==> src/rtl/core/qri_pkg.sv <==
package qri_pkg;

  localparam int CompW = 16;
  localparam logic signed [CompW-1:0] OneQ14 = 16'sd16384;
  localparam logic [31:0] OneQ28 = 32'd268435456;
  localparam logic [31:0] TolQ28 = 32'd2684354;
  localparam int RegIdxW = 2;
  localparam logic [RegIdxW-1:0] RegRateX = 2'd0;
  localparam logic [RegIdxW-1:0] RegRateY = 2'd1;
  localparam logic [RegIdxW-1:0] RegRateZ = 2'd2;

  typedef enum logic [3:0] {
    ST_IDLE,
    ST_PROD,
    ST_INC,
    ST_NORM,
    ST_CHECK,
    ST_SQRT,
    ST_DSTART,
    ST_DIV,
    ST_DSTORE,
    ST_DONE
  } state_t;

  typedef struct packed {
    logic load;
    logic prod;
    logic inc;
    logic norm;
    logic check;
    logic sqrt_start;
    logic sqrt_step;
    logic div_start;
    logic div_step;
    logic div_store;
    logic commit;
  } cmd_t;

  typedef struct packed {
    logic last;
    logic need_renorm;
    logic zero_len;
  } stat_t;

  function automatic logic signed [15:0] sat16(input logic signed [33:0] v);
    if (v > 34'sd32767) return 16'sd32767;
    if (v < -34'sd32768) return -16'sd32768;
    return v[15:0];
  endfunction

endpackage

==> src/rtl/core/qri_ctrl.sv <==
module qri_ctrl (
  input  logic            clk,
  input  logic            rst,
  input  logic            start,
  input  logic            out_free,
  input  qri_pkg::stat_t  stat,
  output qri_pkg::cmd_t   cmd,
  output logic            busy,
  output logic [5:0]      cnt
);

  qri_pkg::state_t state, state_next;
  logic [5:0] cnt_next;

  always_ff @(posedge clk) begin
    if (rst) begin
      state <= qri_pkg::ST_IDLE;
      cnt <= '0;
    end else begin
      state <= state_next;
      cnt <= cnt_next;
    end
  end

  always_comb begin
    state_next = state;
    cnt_next = cnt;
    cmd = '0;
    busy = 1'b1;
    case (state)
      qri_pkg::ST_IDLE: begin
        busy = 1'b0;
        if (start) begin
          cmd.load = 1'b1;
          cnt_next = '0;
          state_next = qri_pkg::ST_PROD;
        end
      end
      qri_pkg::ST_PROD: begin
        cmd.prod = 1'b1;
        cnt_next = cnt + 6'd1;
        if (stat.last) begin
          cnt_next = '0;
          state_next = qri_pkg::ST_INC;
        end
      end
      qri_pkg::ST_INC: begin
        cmd.inc = 1'b1;
        cnt_next = cnt + 6'd1;
        if (stat.last) begin
          cnt_next = '0;
          state_next = qri_pkg::ST_NORM;
        end
      end
      qri_pkg::ST_NORM: begin
        cmd.norm = 1'b1;
        cnt_next = cnt + 6'd1;
        if (stat.last) begin
          cnt_next = '0;
          state_next = qri_pkg::ST_CHECK;
        end
      end
      qri_pkg::ST_CHECK: begin
        cmd.check = 1'b1;
        if (stat.need_renorm && !stat.zero_len) begin
          cmd.sqrt_start = 1'b1;
          state_next = qri_pkg::ST_SQRT;
        end else begin
          state_next = qri_pkg::ST_DONE;
        end
      end
      qri_pkg::ST_SQRT: begin
        cmd.sqrt_step = 1'b1;
        cnt_next = cnt + 6'd1;
        if (stat.last) begin
          cnt_next = '0;
          state_next = qri_pkg::ST_DSTART;
        end
      end
      qri_pkg::ST_DSTART: begin
        cmd.div_start = 1'b1;
        state_next = qri_pkg::ST_DIV;
      end
      qri_pkg::ST_DIV: begin
        cmd.div_step = 1'b1;
        cnt_next = cnt + 6'd1;
        if (stat.last) begin
          cnt_next = cnt;
          state_next = qri_pkg::ST_DSTORE;
        end
      end
      qri_pkg::ST_DSTORE: begin
        cmd.div_store = 1'b1;
        if (cnt[5:4] == 2'd3) begin
          cnt_next = '0;
          state_next = qri_pkg::ST_DONE;
        end else begin
          cnt_next = {cnt[5:4] + 2'd1, 4'd0};
          state_next = qri_pkg::ST_DSTART;
        end
      end
      qri_pkg::ST_DONE: begin
        if (out_free) begin
          cmd.commit = 1'b1;
          state_next = qri_pkg::ST_IDLE;
        end
      end
      default: state_next = qri_pkg::ST_IDLE;
    endcase
  end

endmodule

==> src/rtl/core/qri_dp.sv <==
module qri_dp (
  input  logic                clk,
  input  logic                rst,
  input  qri_pkg::cmd_t       cmd,
  input  logic [5:0]          cnt,
  input  logic [15:0]         dt_in,
  input  logic signed [15:0]  ra,
  input  logic signed [15:0]  rb,
  input  logic signed [15:0]  rc,
  output qri_pkg::stat_t      stat,
  output logic signed [15:0]  res_w,
  output logic signed [15:0]  res_x,
  output logic signed [15:0]  res_y,
  output logic signed [15:0]  res_z,
  output logic                res_renorm
);

  logic signed [15:0] q [4];
  logic signed [15:0] qn [4];
  logic signed [35:0] p [4];
  logic [15:0] dt;
  logic renorm;
  logic [32:0] n;
  logic [61:0] rad;
  logic [30:0] root;
  logic [31:0] rem;
  logic [33:0] sq_cur;
  logic [34:0] sq_t;
  logic [15:0] num;
  logic [30:0] drem;
  logic [15:0] quo;
  logic [43:0] nume;
  logic [15:0] mag;
  logic [1:0] di;
  logic [1:0] ci, ti;
  logic signed [15:0] ma, mb;
  logic signed [31:0] mprod;
  logic signed [53:0] incp;
  logic signed [33:0] incs;
  logic [32:0] dsub;

  assign ci = cnt[3:2];
  assign ti = cnt[1:0];
  assign di = cnt[5:4];

  always_comb begin
    ma = '0;
    mb = '0;
    case (ci)
      2'd0: begin
        case (ti)
          2'd0: begin ma = qn[1]; mb = -ra; end
          2'd1: begin ma = qn[2]; mb = -rb; end
          2'd2: begin ma = qn[3]; mb = -rc; end
          default: begin ma = '0; mb = '0; end
        endcase
      end
      2'd1: begin
        case (ti)
          2'd0: begin ma = qn[0]; mb = ra; end
          2'd1: begin ma = qn[2]; mb = rc; end
          2'd2: begin ma = qn[3]; mb = -rb; end
          default: begin ma = '0; mb = '0; end
        endcase
      end
      2'd2: begin
        case (ti)
          2'd0: begin ma = qn[0]; mb = rb; end
          2'd1: begin ma = qn[1]; mb = -rc; end
          2'd2: begin ma = qn[3]; mb = ra; end
          default: begin ma = '0; mb = '0; end
        endcase
      end
      default: begin
        case (ti)
          2'd0: begin ma = qn[0]; mb = rc; end
          2'd1: begin ma = qn[1]; mb = rb; end
          2'd2: begin ma = qn[2]; mb = -ra; end
          default: begin ma = '0; mb = '0; end
        endcase
      end
    endcase
    if (cmd.norm) begin
      ma = q[cnt[1:0]];
      mb = q[cnt[1:0]];
    end
  end

  // negating -32768 rate: widen before negate
  logic signed [16:0] mbx;
  always_comb begin
    mbx = 17'(mb);
    if (cmd.prod && mb == -16'sd32768 &&
        ((ci == 2'd0) || (ci == 2'd1 && ti == 2'd2) || (ci == 2'd2 && ti == 2'd1) ||
         (ci == 2'd3 && ti == 2'd2)))
      mbx = 17'sd32768;
    mprod = 32'(ma * mbx);
  end

  assign incp = 54'(p[cnt[1:0]]) * $signed({1'b0, dt}) + 54'sd67108864;
  assign incs = 34'(incp >>> 27) + 34'(qn[cnt[1:0]]);
  assign sq_cur = {rem, rad[61:60]};
  assign sq_t = {1'b0, sq_cur} - {2'b0, root, 2'b01};
  assign mag = q[di][15] ? 16'(-q[di]) : q[di];
  assign nume = {mag, 28'd0} + 44'(root >> 1);
  assign dsub = {1'b0, drem, num[15]} - {2'b0, root};

  always_ff @(posedge clk) begin
    if (rst) begin
      qn[0] <= qri_pkg::OneQ14;
      qn[1] <= '0;
      qn[2] <= '0;
      qn[3] <= '0;
    end else if (cmd.commit) begin
      for (int i = 0; i < 4; i++) qn[i] <= q[i];
    end
  end

  always_ff @(posedge clk) begin
    if (cmd.load) begin
      dt <= dt_in;
      for (int i = 0; i < 4; i++) q[i] <= qn[i];
      renorm <= 1'b0;
      n <= '0;
    end
    if (cmd.prod && ti != 2'd3) begin
      if (ti == 2'd0) p[ci] <= 36'(mprod);
      else p[ci] <= p[ci] + 36'(mprod);
    end
    if (cmd.inc) begin
      q[cnt[1:0]] <= qri_pkg::sat16(incs);
    end
    if (cmd.norm) begin
      n <= n + 33'(mprod);
    end
    if (cmd.check) begin
      renorm <= (n > qri_pkg::OneQ28 + qri_pkg::TolQ28) ||
                (n < qri_pkg::OneQ28 - qri_pkg::TolQ28);
    end
    if (cmd.sqrt_start) begin
      rad <= {1'b0, n, 28'd0};
      root <= '0;
      rem <= '0;
    end
    if (cmd.sqrt_step) begin
      rad <= {rad[59:0], 2'b00};
      if (!sq_t[34]) begin
        rem <= sq_t[31:0];
        root <= {root[29:0], 1'b1};
      end else begin
        rem <= sq_cur[31:0];
        root <= {root[29:0], 1'b0};
      end
    end
    if (cmd.div_start) begin
      drem <= {3'b0, nume[43:16]};
      num <= nume[15:0];
      quo <= '0;
    end else if (cmd.div_step) begin
      num <= {num[14:0], 1'b0};
      if (!dsub[32]) begin
        drem <= dsub[30:0];
        quo <= {quo[14:0], 1'b1};
      end else begin
        drem <= {drem[29:0], num[15]};
        quo <= {quo[14:0], 1'b0};
      end
    end
    if (cmd.div_store) begin
      q[di] <= qri_pkg::sat16(q[di][15] ? -34'(quo) : 34'(quo));
    end
  end

  assign stat.last = cmd.prod ? (cnt == 6'd15) :
                     (cmd.inc || cmd.norm) ? (cnt == 6'd3) :
                     cmd.sqrt_step ? (cnt == 6'd30) :
                     cmd.div_step ? (cnt[3:0] == 4'd15) : 1'b0;
  assign stat.need_renorm = (n > qri_pkg::OneQ28 + qri_pkg::TolQ28) ||
                            (n < qri_pkg::OneQ28 - qri_pkg::TolQ28);
  assign stat.zero_len = (n == '0);

  assign res_w = q[0];
  assign res_x = q[1];
  assign res_y = q[2];
  assign res_z = q[3];
  assign res_renorm = cmd.check ? stat.need_renorm : renorm;

endmodule

==> src/rtl/core/quaternion_rate_integrator_core.sv <==
// Each tick runs products, increment, length and check; rescaling adds the root and divides.
// Ticks are taken one at a time; the next is taken in the cycle after the result
// register is loaded, which waits until the output is free.
// Cost is set by the shared 16x17 multiplier (products, length), the 31-step
// square root and one 16-step divider run once per component.
// Reset: synchronous, active high; orientation returns to identity, rates to 0.
module quaternion_rate_integrator_core (
  input  logic               clk,
  input  logic               rst,
  input  logic               cfg_we,
  input  logic [1:0]         cfg_index,
  input  logic [15:0]        cfg_data,
  input  logic               in_valid,
  output logic               in_ready,
  input  logic [15:0]        time_step,
  output logic               out_valid,
  input  logic               out_ready,
  output logic signed [15:0] quat_w,
  output logic signed [15:0] quat_x,
  output logic signed [15:0] quat_y,
  output logic signed [15:0] quat_z,
  output logic               renormalized
);

  qri_pkg::cmd_t cmd;
  qri_pkg::stat_t stat;
  logic busy;
  logic [5:0] cnt;
  logic signed [15:0] rate_x, rate_y, rate_z;
  logic signed [15:0] rw, rx, ry, rz;
  logic rr, rdy, rflag;

  always_ff @(posedge clk) begin
    if (rst) begin
      rate_x <= '0;
      rate_y <= '0;
      rate_z <= '0;
    end else if (cfg_we) begin
      case (cfg_index)
        qri_pkg::RegRateX: rate_x <= cfg_data;
        qri_pkg::RegRateY: rate_y <= cfg_data;
        qri_pkg::RegRateZ: rate_z <= cfg_data;
        default: ;
      endcase
    end
  end

  assign in_ready = !busy;

  qri_ctrl u_ctrl (
    .clk(clk), .rst(rst), .start(in_valid), .out_free(!out_valid || out_ready),
    .stat(stat), .cmd(cmd), .busy(busy), .cnt(cnt)
  );

  qri_dp u_dp (
    .clk(clk), .rst(rst), .cmd(cmd), .cnt(cnt), .dt_in(time_step),
    .ra(rate_x), .rb(rate_y), .rc(rate_z), .stat(stat),
    .res_w(rw), .res_x(rx), .res_y(ry), .res_z(rz), .res_renorm(rr)
  );

  always_ff @(posedge clk) begin
    if (rst) begin
      rflag <= 1'b0;
    end else if (cmd.check) begin
      rflag <= rr;
    end
  end

  always_ff @(posedge clk) begin
    if (rst) begin
      out_valid <= 1'b0;
    end else if (cmd.commit) begin
      out_valid <= 1'b1;
    end else if (out_ready) begin
      out_valid <= 1'b0;
    end
  end

  always_ff @(posedge clk) begin
    if (cmd.commit) begin
      quat_w <= rw;
      quat_x <= rx;
      quat_y <= ry;
      quat_z <= rz;
      renormalized <= rflag;
    end
  end

  assign rdy = out_valid && !out_ready;

  assert property (@(posedge clk) disable iff (rst) cmd.load |-> in_valid)
    else $error("load without input");
  assert property (@(posedge clk) disable iff (rst) rdy |=> out_valid)
    else $error("result dropped");
  assert property (@(posedge clk) disable iff (rst) cmd.commit |=> !in_ready || out_valid)
    else $error("commit lost");

endmodule
==> config.mk <==
export PLATFORM = sky130hd
export DESIGN_NAME = quaternion_rate_integrator_core
export DESIGN_NICKNAME = d
export VERILOG_FILES = /design/src/rtl/core/qri_pkg.sv /design/src/rtl/core/qri_ctrl.sv /design/src/rtl/core/qri_dp.sv /design/src/rtl/core/quaternion_rate_integrator_core.sv
export SDC_FILE = /design/constraint.sdc
export NUM_CORES = 2
export LEC_CHECK = 0
export ABC_AREA = 1
export CAP_MARGIN = 5
export CORE_ASPECT_RATIO = 0.8
export CORE_UTILIZATION = 45
export CTS_CLUSTER_DIAMETER = 200
export DETAILED_ROUTE_END_ITERATION = 10
export DONT_BUFFER_PORTS = 1
export HOLD_SLACK_MARGIN = 0.15
export PLACE_DENSITY = 0.71
export SYNTH_ARGS = -nofsm -noshare
export SYNTH_HDL_FRONTEND = slang
export SYNTH_SLANG_ARGS = --single-unit
==> constraint.sdc <==
create_clock -name clk -period 11.55 [get_ports clk]
set_clock_uncertainty 0.1 [all_clocks]
set_input_delay 2.31 -clock clk [delete_from_list [all_inputs] [get_ports clk]]
set_output_delay 2.31 -clock clk [all_outputs]
set_load 0.05 [all_outputs]
==> metrics.md <==
| Metric | Value |
|---|---|
| Status | `complete, no violations` |
| Sequential cell area | `0.0175 mm²` |
| Syn-to-layout area delta | `7.11%` |
| DP Cell Count | `10200` |
| Post-layout net count | `9526` |
| Avg Inst Size Synth | `8.21 µm²` |
| Routability cong. | `1.02` |
| Setup TNS | `0 ns` |
| Share of cells above drive strength 1 | `0.0511` |
| Post-Syn Area | `0.0685 mm²` |
| WS Path Type | `flip-flop to flip-flop` |
| Commonest non-fill, non-tap cell in the layout | `nand2_1` |
| Core Util, Final | `0.488` |
| CTS clk-pin slew, worst paths | `0.07 ns` |
| Post-synth cell types | `75` |
| Clk buf depth | `3` |
| Die area | `0.154 mm²` |
| Die Y | `351 µm` |
| Vias in the first global route | `57000` |
| Worst-path fanout max | `24` |
| Initial Utilization | `0.455` |
| Routed Antenna Nets | `0` |
| CP max stage delay | `0.55 ns` |
| Crit-path leading delay family | `adder cells` |
| Worst skew pair latency | `0.71 ns` |
| Yosys reg bits | `612` |
| Setup violators final | `0` |
| Max_slew headroom | `0.143` |
| Drt initial violations | `6857` |
| Crit-path slowest cell | `fa_1` |
| Hold bufs inserted after CTS | `0` |
| Setup ws final | `0.638 ns` |
| WL/cell | `20.8 µm` |
| Row count | `127` |
| Global route overflow | `0` |
| CTS tree | `done` |
| Share of synthesized registers carrying an async set or reset | `0` |
| Worst-Margin Slew | `1.28 ns` |
| Worst min path class | `flip-flop to flip-flop` |
| Fin crit period | `10.91 ns` |
| DRC viols | `0` |
| Hold Vio Cnt, Final | `0` |
| WL final | `214000 µm` |
| Ports | `106` |
| Port bufs | `0` |
| Data required, critical path | `11.99 ns` |
| Vias/cell | `5.65` |
| Root Driver | `clkbuf_16` |
| First-pass GRT wire length | `332000 µm` |
| H-tree depth | `3` |
| Largest net degree at the start of global routing | `158` |
| Multi-input logic area | `0.0440 mm²` |
| FILL cells | `14100` |
| Syn Nets | `9611` |
| Final period utilization | `0.945` |
| Slew Limit Fails | `0` |
| Max_cap viols | `0` |
| Worst Setup End Kind | `flip-flop` |
| Synth warnings | `0` |
| EDFF count, synth | `527` |
| Place WS | `0.412 ns` |
| Post-route insts no fill | `10300` |
| Core Region | `0.150 mm²` |
| RSZ-0062 raised after global routing | `false` |
| Register area share after synthesis | `0.256` |
| Clock Sinks | `612` |
| Die width | `438 µm` |
| Achievable Freq | `0.0916 GHz` |
| Buf/Inv on CP | `11` |
| Prevailing post-synth register cell | `edfxtp_1` |
| Total number of vias | `58300` |
| DP Wirelength | `168000 µm` |
| Total GRT Usage | `0.279` |
| Data arrival, critical path | `11.35 ns` |
| Startpoint types | `flip-flop` |
| CTS Buf Count | `71` |
| Initial antenna violation count | `4` |
| Most frequent cells in the layout | `nand2_1 (1589), inv_1 (1479), nor2_1 (875)` |
| Initial DRT Pass Iterations | `8` |
| Synth Instances | `8341` |
[cell usage after synthesis (35+ instances only)]
library cell / instances / area share
nand2_1: 1593 / 0.087
inv_1: 1484 / 0.081
nor2_1: 883 / 0.048
fa_1: 823 / 0.24
a21oi_1: 603 / 0.044
o21ai_0: 549 / 0.040
edfxtp_1: 527 / 0.23
ha_1: 408 / 0.075
nand3_1: 255 / 0.019
clkbuf_1: 206 / 0.011
xor2_1: 125 / 0.016
dfxtp_1: 85 / 0.025
xnor2_1: 69 / 0.0088
o22ai_1: 52 / 0.0047
clkinv_1: 43 / 0.0024
nor3_1: 42 / 0.0031
a31oi_1: 40 / 0.0037
o21ai_1: 40 / 0.0029
o211ai_1: 38 / 0.0042
nand4_1: 35 / 0.0032
[cell families (layout without fill, tap and decap cells)]
group,after synthesis,count (layout),share of synthesized area
and+or+nand+nor,2939,2939,0.176
buffers and inverters,1838,1810,0.103
AOI/OAI and AO/OA,1521,1521,0.125
adders and majority gates,1231,1231,0.315
DFF,612,612,0.256
xor gates and xnor gates,200,200,0.0263
other,0,1,0
[state kept, by name, summed over array words and instances (netlist names), 31 cells and up, named ones only]
name and flops:
u_dp.n 33, u_dp.root 31, u_dp.drem 31, u_dp.qn 64
u_dp.p 144, u_dp.rad 34, u_dp.q 64, u_dp.rem 32
[what timing repair did]
item	in CTS	in global routing
setup endpoints to repair	0	75
gates resized for setup	0	24
buffers inserted	0	2
[stage by stage]
step / hold WS, ns / instance area (µm²)
global placement: 0.339 / 70900
global route: 0.370 / 73400
detailed placement: 0.350 / 70900
CTS: 0.364 / 73300
floorplan: 0.309 / 68500
finish: 0.360 / 73400
[worst paths after layout]
path,start,cells after the start,to,slack (ns)
worst max-delay path,flip-flop,48,u_dp.q[0][14],0.64
worst min-delay path,u_dp.q[2][8],0,quat_y[8],0.36
worst max register to register,flip-flop,48,u_dp.q[0][14],0.64
worst min register to register,u_dp.q[2][8],0,quat_y[8],0.36
[worst register-to-register path, delay by kind of cell (launching register included)]
kind / cells / cell delay [ns]
flops: 1 / 0.39
xor+xnor: 1 / 0.19
compound gates: 13 / 2.76
buf+inv: 11 / 1.44
simple gates: 15 / 2.05
fa+ha+maj: 8 / 3.81
[final cells by class]
class | count | share of cell area
diodes | 1 | 0.0000341
clock buffers | 90 | 0.0260
clock inverters | 40 | 0.00696
inverters | 1553 | 0.0798
multi-input cells | 5891 | 0.600
flip-flops and latches | 612 | 0.239
well taps | 1999 | 0.0341
repair buffers | 127 | 0.0138
[per-layer routing]
layer / wire length, µm / vias up / global-route usage
li1: - / 26400 / -
met5: 27 / - / 0
met2: 90900 / 3090 / 0.414
met1: 90200 / 28300 / 0.395
met4: 8220 / 4 / 0.0981
met3: 24700 / 496 / 0.0670
Power is not shown: default switching activity piles up to over one toggle a cycle in this logic, so the estimate is an artifact.
